**config.mk**
```make
export PLATFORM = sky130hd
export DESIGN_NAME = thermal_frame_header_crc32
export DESIGN_NICKNAME = d
export VERILOG_FILES = /design/src/hw/rtl/tfhc_pkg.sv /design/src/hw/rtl/tfhc_front.sv /design/src/hw/rtl/tfhc_queue.sv /design/src/hw/rtl/tfhc_back.sv /design/src/hw/rtl/thermal_frame_header_crc32.sv
export SDC_FILE = /design/constraint.sdc
export NUM_CORES = 1
export LEC_CHECK = 0
export BUFFER_PORTS_ARGS = -buffer_cell sky130_fd_sc_hd__buf_2
export CAP_MARGIN = 20
export CORE_ASPECT_RATIO = 0.75
export CORE_UTILIZATION = 45
export DETAILED_ROUTE_END_ITERATION = 10
export PLACE_DENSITY = 0.66
export SLEW_MARGIN = 20
export SYNTH_ARGS = -nofsm -noshare
export SYNTH_HDL_FRONTEND = slang
export SYNTH_SLANG_ARGS = --single-unit
```
**constraint.sdc**
```tcl
create_clock -name i_clk -period 11.9 [get_ports i_clk]
set_input_delay 2.38 -clock i_clk [delete_from_list [all_inputs] [get_ports i_clk]]
set_output_delay 2.38 -clock i_clk [all_outputs]
set_load 0.005 [all_outputs]
```
**src/hw/rtl/tfhc_pkg.sv**
```systemverilog
// ----------------------------------------------------------------------------
// tfhc_pkg
// Types, constants and the CRC-32 word update shared by the frame header
// generator modules.
// ----------------------------------------------------------------------------
`default_nettype none

package tfhc_pkg;

    localparam int unsigned DIM_W      = 10;
    localparam int unsigned CFG_IDX_W  = 2;
    localparam int unsigned HDR_BYTES  = 28;
    localparam int unsigned BYTE_IDX_W = 5;
    localparam int unsigned QUEUE_DEPTH = 2;

    localparam logic [31:0] CRC_POLY = 32'hEDB88320;
    localparam logic [31:0] CRC_INIT = 32'hFFFFFFFF;

    localparam logic [CFG_IDX_W-1:0] REG_FRAME_WIDTH  = 2'd0;
    localparam logic [CFG_IDX_W-1:0] REG_FRAME_HEIGHT = 2'd1;

    localparam logic [DIM_W-1:0] WIDTH_RESET  = 10'd32;
    localparam logic [DIM_W-1:0] HEIGHT_RESET = 10'd24;

    localparam logic [7:0]  MAGIC_0      = 8'h43;
    localparam logic [7:0]  MAGIC_1      = 8'h47;
    localparam logic [7:0]  MAGIC_2      = 8'h54;
    localparam logic [7:0]  MAGIC_3      = 8'h48;
    localparam logic [7:0]  HDR_VERSION  = 8'd1;
    localparam logic [7:0]  FRAME_TYPE   = 8'd1;
    localparam logic [15:0] HDR_LENGTH   = 16'd28;

    localparam logic [BYTE_IDX_W-1:0] LAST_BYTE_IDX = 5'(HDR_BYTES - 1);

    typedef struct packed {
        logic [31:0]        seq;
        logic [31:0]        stamp;
        logic [DIM_W-1:0]   width;
        logic [DIM_W-1:0]   height;
        logic [2*DIM_W-1:0] area;
        logic [31:0]        crc;
    } t_hdr;

    // Folds a 32-bit word into a reflected CRC register, low byte first.
    function automatic logic [31:0] crc32_word(input logic [31:0] crc,
                                               input logic [31:0] data);
        logic [31:0] c;
        c = crc ^ data;
        for (int k = 0; k < 32; k++) begin
            c = (c >> 1) ^ (CRC_POLY & {32{c[0]}});
        end
        return c;
    endfunction

endpackage

`default_nettype wire

```
**src/hw/rtl/tfhc_front.sv**
```systemverilog
// ----------------------------------------------------------------------------
// tfhc_front
// Accepts pixel beats, runs the CRC, keeps the frame sequence and the
// configuration registers, and builds one header record per frame.
// ----------------------------------------------------------------------------
`default_nettype none

module tfhc_front (
    input  wire logic                            i_clk,
    input  wire logic                            i_rst_n,
    input  wire logic                            i_cfg_we,
    input  wire logic [tfhc_pkg::CFG_IDX_W-1:0]  i_cfg_idx,
    input  wire logic [tfhc_pkg::DIM_W-1:0]      i_cfg_data,
    input  wire logic                            i_valid,
    input  wire logic [31:0]                     i_pixel_word,
    input  wire logic [31:0]                     i_frame_time_ms,
    input  wire logic                            i_last_pixel,
    input  wire logic                            i_q_full,
    output logic                                 o_ready,
    output logic                                 o_push,
    output tfhc_pkg::t_hdr                       o_hdr
);

    logic [31:0]                 r_crc, n_crc;
    logic [31:0]                 r_seq, n_seq;
    logic [tfhc_pkg::DIM_W-1:0]  r_width, r_height;
    logic [31:0]                 crc_next;
    logic                        accept;

    assign o_ready  = ~i_q_full;
    assign accept   = i_valid & ~i_q_full;
    assign crc_next = tfhc_pkg::crc32_word(r_crc, i_pixel_word);
    assign o_push   = accept & i_last_pixel;

    always_comb begin
        o_hdr.seq    = r_seq;
        o_hdr.stamp  = i_frame_time_ms;
        o_hdr.width  = r_width;
        o_hdr.height = r_height;
        o_hdr.area   = (2*tfhc_pkg::DIM_W)'(r_width) * (2*tfhc_pkg::DIM_W)'(r_height);
        o_hdr.crc    = ~crc_next;
    end

    always_comb begin
        n_crc = r_crc;
        n_seq = r_seq;
        if (accept) begin
            n_crc = i_last_pixel ? tfhc_pkg::CRC_INIT : crc_next;
            if (i_last_pixel) begin
                n_seq = r_seq + 32'd1;
            end
        end
    end

    always_ff @(posedge i_clk) begin
        if (!i_rst_n) begin
            r_crc    <= tfhc_pkg::CRC_INIT;
            r_seq    <= '0;
            r_width  <= tfhc_pkg::WIDTH_RESET;
            r_height <= tfhc_pkg::HEIGHT_RESET;
        end else begin
            r_crc <= n_crc;
            r_seq <= n_seq;
            if (i_cfg_we) begin
                case (i_cfg_idx)
                    tfhc_pkg::REG_FRAME_WIDTH:  r_width  <= i_cfg_data;
                    tfhc_pkg::REG_FRAME_HEIGHT: r_height <= i_cfg_data;
                    default: ;
                endcase
            end
        end
    end

endmodule

`default_nettype wire

```
**src/hw/rtl/tfhc_queue.sv**
```systemverilog
// ----------------------------------------------------------------------------
// tfhc_queue
// Short first-in first-out queue of header records between the pixel side
// and the byte serializer.
// ----------------------------------------------------------------------------
`default_nettype none

module tfhc_queue (
    input  wire logic    i_clk,
    input  wire logic    i_rst_n,
    input  wire logic    i_push,
    input  wire tfhc_pkg::t_hdr i_hdr,
    input  wire logic    i_pop,
    output logic         o_full,
    output logic         o_valid,
    output tfhc_pkg::t_hdr o_hdr
);

    localparam int unsigned PTR_W = $clog2(tfhc_pkg::QUEUE_DEPTH);
    localparam int unsigned CNT_W = $clog2(tfhc_pkg::QUEUE_DEPTH + 1);

    tfhc_pkg::t_hdr    r_mem [tfhc_pkg::QUEUE_DEPTH];
    logic [PTR_W-1:0]  r_wptr, r_rptr;
    logic [CNT_W-1:0]  r_cnt;

    assign o_full  = (r_cnt == CNT_W'(tfhc_pkg::QUEUE_DEPTH));
    assign o_valid = (r_cnt != '0);
    assign o_hdr   = r_mem[r_rptr];

    always_ff @(posedge i_clk) begin
        if (i_push) begin
            r_mem[r_wptr] <= i_hdr;
        end
    end

    always_ff @(posedge i_clk) begin
        if (!i_rst_n) begin
            r_wptr <= '0;
            r_rptr <= '0;
            r_cnt  <= '0;
        end else begin
            if (i_push) begin
                r_wptr <= (r_wptr == PTR_W'(tfhc_pkg::QUEUE_DEPTH - 1)) ? '0 : r_wptr + 1'b1;
            end
            if (i_pop) begin
                r_rptr <= (r_rptr == PTR_W'(tfhc_pkg::QUEUE_DEPTH - 1)) ? '0 : r_rptr + 1'b1;
            end
            case ({i_push, i_pop})
                2'b10:   r_cnt <= r_cnt + 1'b1;
                2'b01:   r_cnt <= r_cnt - 1'b1;
                default: r_cnt <= r_cnt;
            endcase
        end
    end

endmodule

`default_nettype wire

```
**src/hw/rtl/tfhc_back.sv**
```systemverilog
// ----------------------------------------------------------------------------
// tfhc_back
// Serializes the header record at the head of the queue into 28 bytes,
// little-endian, through a registered output stage.
// ----------------------------------------------------------------------------
`default_nettype none

module tfhc_back (
    input  wire logic    i_clk,
    input  wire logic    i_rst_n,
    input  wire logic    i_q_valid,
    input  wire tfhc_pkg::t_hdr i_hdr,
    output logic         o_pop,
    output logic         o_valid,
    output logic [7:0]   o_byte,
    output logic         o_last,
    input  wire logic    i_ready
);

    logic [tfhc_pkg::BYTE_IDX_W-1:0] r_idx, n_idx;
    logic                            r_valid;
    logic [7:0]                      r_byte;
    logic                            r_last;
    logic [8*tfhc_pkg::HDR_BYTES-1:0] hdr_vec;
    logic [31:0]                     plen;
    logic                            load;
    logic                            at_end;

    assign plen   = {10'd0, i_hdr.area, 2'b00};
    assign hdr_vec = {i_hdr.crc, plen,
                      {6'd0, i_hdr.height}, {6'd0, i_hdr.width},
                      i_hdr.stamp, i_hdr.seq, tfhc_pkg::HDR_LENGTH,
                      tfhc_pkg::FRAME_TYPE, tfhc_pkg::HDR_VERSION,
                      tfhc_pkg::MAGIC_3, tfhc_pkg::MAGIC_2,
                      tfhc_pkg::MAGIC_1, tfhc_pkg::MAGIC_0};

    assign load   = i_q_valid & (~r_valid | i_ready);
    assign at_end = (r_idx == tfhc_pkg::LAST_BYTE_IDX);
    assign o_pop  = load & at_end;
    assign n_idx  = at_end ? '0 : r_idx + 1'b1;

    assign o_valid = r_valid;
    assign o_byte  = r_byte;
    assign o_last  = r_last;

    always_ff @(posedge i_clk) begin
        if (load) begin
            r_byte <= hdr_vec[{r_idx, 3'b000} +: 8];
            r_last <= at_end;
        end
    end

    always_ff @(posedge i_clk) begin
        if (!i_rst_n) begin
            r_idx   <= '0;
            r_valid <= 1'b0;
        end else begin
            if (load) begin
                r_idx   <= n_idx;
                r_valid <= 1'b1;
            end else if (i_ready) begin
                r_valid <= 1'b0;
            end
        end
    end

endmodule

`default_nettype wire

```
**src/hw/rtl/thermal_frame_header_crc32.sv**
```systemverilog
// ----------------------------------------------------------------------------
// thermal_frame_header_crc32
// Thermal frame header generator with a running reflected CRC-32.
// ----------------------------------------------------------------------------
// Pixel beats are taken one per clock cycle while the header queue is not full; the
// 32-bit CRC update for each word is combinational. A beat with tlast set closes the
// frame and places a header record in a two-entry queue, so up to two frames may wait
// for output. The serializer sends each header as 28 byte beats, one per cycle while
// the output is ready, and that output rate sets how closely frame ends may follow
// each other before the input side stalls. No clearing pass is needed after reset.
`default_nettype none

module thermal_frame_header_crc32 (
    input  wire logic                            i_clk,
    input  wire logic                            i_rst_n,
    input  wire logic                            i_cfg_we,
    input  wire logic [tfhc_pkg::CFG_IDX_W-1:0]  i_cfg_idx,
    input  wire logic [tfhc_pkg::DIM_W-1:0]      i_cfg_data,
    input  wire logic                            s_axis_tvalid,
    output logic                                 s_axis_tready,
    input  wire logic [63:0]                     s_axis_tdata,  // pixel_word, frame_time_ms
    input  wire logic                            s_axis_tlast,
    output logic                                 m_axis_tvalid,
    input  wire logic                            m_axis_tready,
    output logic [7:0]                           m_axis_tdata,  // header_byte
    output logic                                 m_axis_tlast
);

    logic           q_full, q_valid, push, pop;
    tfhc_pkg::t_hdr hdr_in, hdr_out;

    tfhc_front u_front (
        .i_clk           (i_clk),
        .i_rst_n         (i_rst_n),
        .i_cfg_we        (i_cfg_we),
        .i_cfg_idx       (i_cfg_idx),
        .i_cfg_data      (i_cfg_data),
        .i_valid         (s_axis_tvalid),
        .i_pixel_word    (s_axis_tdata[31:0]),
        .i_frame_time_ms (s_axis_tdata[63:32]),
        .i_last_pixel    (s_axis_tlast),
        .i_q_full        (q_full),
        .o_ready         (s_axis_tready),
        .o_push          (push),
        .o_hdr           (hdr_in)
    );

    tfhc_queue u_queue (
        .i_clk   (i_clk),
        .i_rst_n (i_rst_n),
        .i_push  (push),
        .i_hdr   (hdr_in),
        .i_pop   (pop),
        .o_full  (q_full),
        .o_valid (q_valid),
        .o_hdr   (hdr_out)
    );

    tfhc_back u_back (
        .i_clk     (i_clk),
        .i_rst_n   (i_rst_n),
        .i_q_valid (q_valid),
        .i_hdr     (hdr_out),
        .o_pop     (pop),
        .o_valid   (m_axis_tvalid),
        .o_byte    (m_axis_tdata),
        .o_last    (m_axis_tlast),
        .i_ready   (m_axis_tready)
    );

endmodule

`default_nettype wire

```
Word-level counts from Yosys, hierarchy flattened --
Memory sizes are Yosys's and may differ from the RTL's. A register that Yosys moved wholly into a read port is not among the register bits. Cells that the tools add are included.
Word-level totals: input bits 82, bits in writable memories 272, latch bits 0, bits in read-only memories 0, flip-flop bits (word level) 103, memories 1, word-level logic and storage cells 84
Memory list:
- u_queue.r_mem | depth 2, width 136, rd ports 1, clocked after Yosys merged registers in 1, wr ports 1, RTL line tfhc_queue.sv:22 | tfhc_pkg::t_hdr r_mem [tfhc_pkg::QUEUE_DEPTH];
Cells by class: $lt $le $gt $ge 0, reduce and logical (&&, ||, !) cells 7, muxes and demuxes 11, add/subtract/negate cells 6, equal/unequal tests 5, bitwise operators 41, shift-type cells 1, div/mod/pow operators 0, multiply operators 1
Operators by type and width (number):
- 31-bit by 32-bit XOR with 32-bit output | 32
- 224-bit by 9-bit variable part select with 8-bit output | 1
- 32-bit by 1-bit adder with 32-bit output, second input constant | 1
- 32-bit 2-to-1 mux | 1
- 32-bit inverter | 1
- 32-bit XOR | 1
- 10-bit by 10-bit multiplier with 20-bit output | 1
- 1-bit 2-to-1 mux | 8
- 2-bit AND reduction | 3
- 2-bit nonzero test | 3
- 5-bit by 1-bit adder with 5-bit output, second input constant | 1
- 5-bit equality test, second input constant | 1
- 5-bit 2-to-1 mux | 1
- 1-bit AND | 4
- 2-bit by 1-bit equality test with 1-bit output, second input constant | 2
- 2-bit equality test, second input constant | 2
- 2-bit case mux with 2 select lines | 1
- 1-bit adder, second input constant | 2
- 2-bit by 1-bit adder with 2-bit output, second input constant | 1
- 2-bit zero test | 1
- 1-bit inverter | 2
- 2-bit by 1-bit subtractor with 2-bit output, second input constant | 1
- 1-bit bitwise OR | 1

Depth between registers and ports, before layout --
word-level depth 34, depth in mapped cells 22

Cells and area by module --
From an unflattened synthesis, not the netlist that was laid out.
Second synthesis, totals: cell total of the unflattened synthesis 1628, area, all modules 21867.2 µm²
Modules (own cells, without submodules):
- tfhc_queue | seq. area each 8267.9 µm², times used 1, area each 10181.0 µm², cells an instance 445
- tfhc_front | seq. area each 1681.6 µm², times used 1, area each 9784.4 µm², cells an instance 1001
- tfhc_back | seq. area each 390.4 µm², times used 1, area each 1901.8 µm², cells an instance 182

Least setup slack after synthesis --
Ideal clock, no wire load.
path kind input port to flip-flop, start point input s_axis_tlast, end point memory u_queue.r_mem[0][0] in the netlist's numbering (enable), path slack 2.666 ns, library setup time 0.635 ns, cell stages on the path 4, data required time 11.265 ns, data arrival time 8.599 ns, path buffers 1, path through and3_1 > clkbuf_1 > inv_1 > nor2_1
Between the ends: longest elaborated chain between the ends 3
RTL lines:
- start, declared | RTL line thermal_frame_header_crc32.sv:22 | input wire logic s_axis_tlast,
- 1-bit AND | RTL line tfhc_front.sv:33 | assign o_push = accept & i_last_pixel;
- 1-bit 2-to-1 mux | RTL line tfhc_queue.sv:31 | if (i_push) begin
- 1-bit 2-to-1 mux (not written as such) | RTL line tfhc_queue.sv:32 | r_mem[r_wptr] <= i_hdr;
- end, declared | RTL line tfhc_queue.sv:22
Every way passes these cells.

==> impl_metrics.yaml <==
clock_tree:
  cts_setup_buffers: 0
  clk_latency_ps: 550
  tritoncts: "built"
  cts_sinks: 376
  holdBufCountCts: 0
  cts-htree-levels: 2
  cts-root-buf: "clkbuf_16"
  cts_max_path_buffers: 3
  clk_pin_slew_worst_paths_ps: 70
  cts-buffers-inserted: 38
  cts-resized-gates: 0
timing:
  relSlewSlack_pct: 28.5
  hold_violations: 0
  achievable-frequency_ghz: 0.165
  skew_ps: 21.8
  worst_pin_slew_ps: 1070
  finalMaxSlewViolations: 0
  finalCritPeriodShare_pct: 50.9
  period_minus_slack_ps: 6060
  rsz0062_at_grt: "false"
  setup_viol: 0
  finalSetupTns_ps: 0
yosys:
  syn_area_per_cell_sq_um: 13.6
  synth_area_leaders: "edfxtp_1, dfxtp_1, xnor2_1, mux4_2, fa_1"
  syn_nets: 1729
  ys_warn_count: 0
  synth_top_area_share_pct: 40.6
  synth.most_common_cell: "edfxtp_1"
  async_reset_ff_share_pct: 0
  ys_types: 56
  synthCells: 1526
  synth_flop_cell: "edfxtp_1"
  synth_edf_count: 281
  synth_seq_cells: 376
  yosys-top-cells-count: "edfxtp_1, xnor2_1, nand2_1"
  yosysSeqAreaShare_pct: 49.7
  syn-cell-area_sq_um: 20800
  yosys.area.top_type: "edfxtp_1"
setup_path:
  end_kind: "flop"
  worst-endpoint-arrival_ps: 6390
  critPathRequiredTime_ps: 12230
  path_class: "flop to flop"
  critPathMaxFanout: 13
  startpoint_type: "flop"
die:
  dieArea_sq_um: 47100
  start_util_pct: 46.1
  die_w_um: 250
  io_pins: 93
  chipHeight_um: 188
  fp-row-count: 67
  coreArea_sq_um: 45100
final_layout:
  diodes: 0
  drive_gt1_share_pct: 18.3
  register_area_sq_um: 10300
  area_delta_synth_final_pct: 11.5
  fillers: 3762
  multi_input_area_sq_um: 9900
  nets: 1800
flow_run:
  maxCapViolations: 0
placed_design:
  gp_congestion: 0.898
  dp_hpwl_mm: 33.4
  port_buffers: 92
routing:
  initialDrtViolationCount: 880
  vias_per_cell: 5.34
  drc: 0
  wire_per_inst_um: 20.9
  antenna_left: 0
  wl_mm: 46.3
  via_count: 11800
  first_pass_iters: 5
global_routing:
  grt-ovfl-total: 0
  grt_usage_pct: 20.1
  antenna_found_initial: 3
  grt_start_max_net_pins: 138
  grt_pass1_vias: 12200
  grt_pass1_wl_mm: 71.9
status:
  status: "finished clean"
worst_hold_path:
  hp-class: "flop to flop"
## sequential cells by signal, summed over array words and instances (netlist names), named ones only
signal            count
u_front.r_height     10
u_queue.r_mem       272
u_back.o_valid        1
u_back.o_byte         8
u_queue.r_wptr        1
u_front.r_crc        32
u_front.r_seq        32
u_back.r_idx          5
u_back.o_last         1
u_queue.r_cnt         2
u_queue.r_rptr        1
u_front.r_width      10
## layout by cell type (no fill, tap or decap), types with 45 or more instances in the layout
| cell | count |
|---|---|
| and2_1 | 93 |
| buf_2 | 92 |
| dfxtp_1 | 93 |
| edfxtp_1 | 281 |
| fa_1 | 62 |
| ha_1 | 59 |
| inv_1 | 80 |
| mux4_2 | 68 |
| nand2_1 | 121 |
| xnor2_1 | 217 |
| xor2_1 | 45 |
## per-stage QoR
stage               cell area, sq um  hold WS (ps)  util, %  worst slack, ps  cells
finish                         23200           501     51.4             5840   2213
global route                   23200           512     51.4             5540   2213
CTS                            23200           507     51.4             5790   2213
detailed placement             21800           490     48.4             5570   2143
global placement               21800           466     48.4             5540   2143
floorplan                      20800           438        -             2670   1526
## logic make-up after synthesis
kind of cell,after synthesis,share of synthesized area [%]
mux,108,9.29
buf+inv,150,2.71
flops,376,49.7
fa+ha+maj,121,9.52
simple gates,320,7.87
xor+xnor,324,17.0
compound gates,127,3.88
## layer usage
layer	wire, um	global-route usage, %	vias up
met5	9	0	-
met1	21800	29.8	5985
met2	21100	31.2	292
met3	2740	3.26	43
li1	-	-	5491
met4	609	3.87	2
## final timing paths
check | to | cells after the start | start | slack (ps)
setup / recovery | u_queue.r_mem[1][50]$_DFFE_PP_ | 21 | u_front.r_height[1]$_SDFFE_PN0P_ | 5840
hold / removal | u_front.r_crc[23]$_SDFFE_PN1P_ | 2 | u_front.r_crc[23]$_SDFFE_PN1P_ | 500
setup reg to reg | u_queue.r_mem[1][50]$_DFFE_PP_ | 21 | u_front.r_height[1]$_SDFFE_PN0P_ | 5840
hold reg to reg | u_front.r_crc[23]$_SDFFE_PN1P_ | 2 | u_front.r_crc[23]$_SDFFE_PN1P_ | 500
## critical path, cell delays in order, from the launching register on
cell,delay [ps]
dfxtp_1,650
nand2_1,150
fa_1,550
inv_1,50
fa_1,510
inv_1,60
fa_1,530
inv_1,50
fa_1,470
inv_1,50
fa_1,470
inv_1,40
ha_1,310
inv_1,50
o21bai_1,120
a21oi_1,110
o21bai_1,160
a21oi_1,120
o21ai_0,390
a211oi_1,170
or4b_2,650
o2111ai_1,170
## layout make-up
class                   count  share of cell area, %
multi-input cells        1000                   42.7
well taps                 586                   3.16
clock buffers              54                   4.80
inverters                  81                   1.31
repair buffers            100                   2.30
clock inverters            16                   1.07
flip-flops and latches    376                   44.6
Power is left out: the tool's default activity adds up to more than one toggle a clock period on the data nets, which glitch-free logic cannot reach.
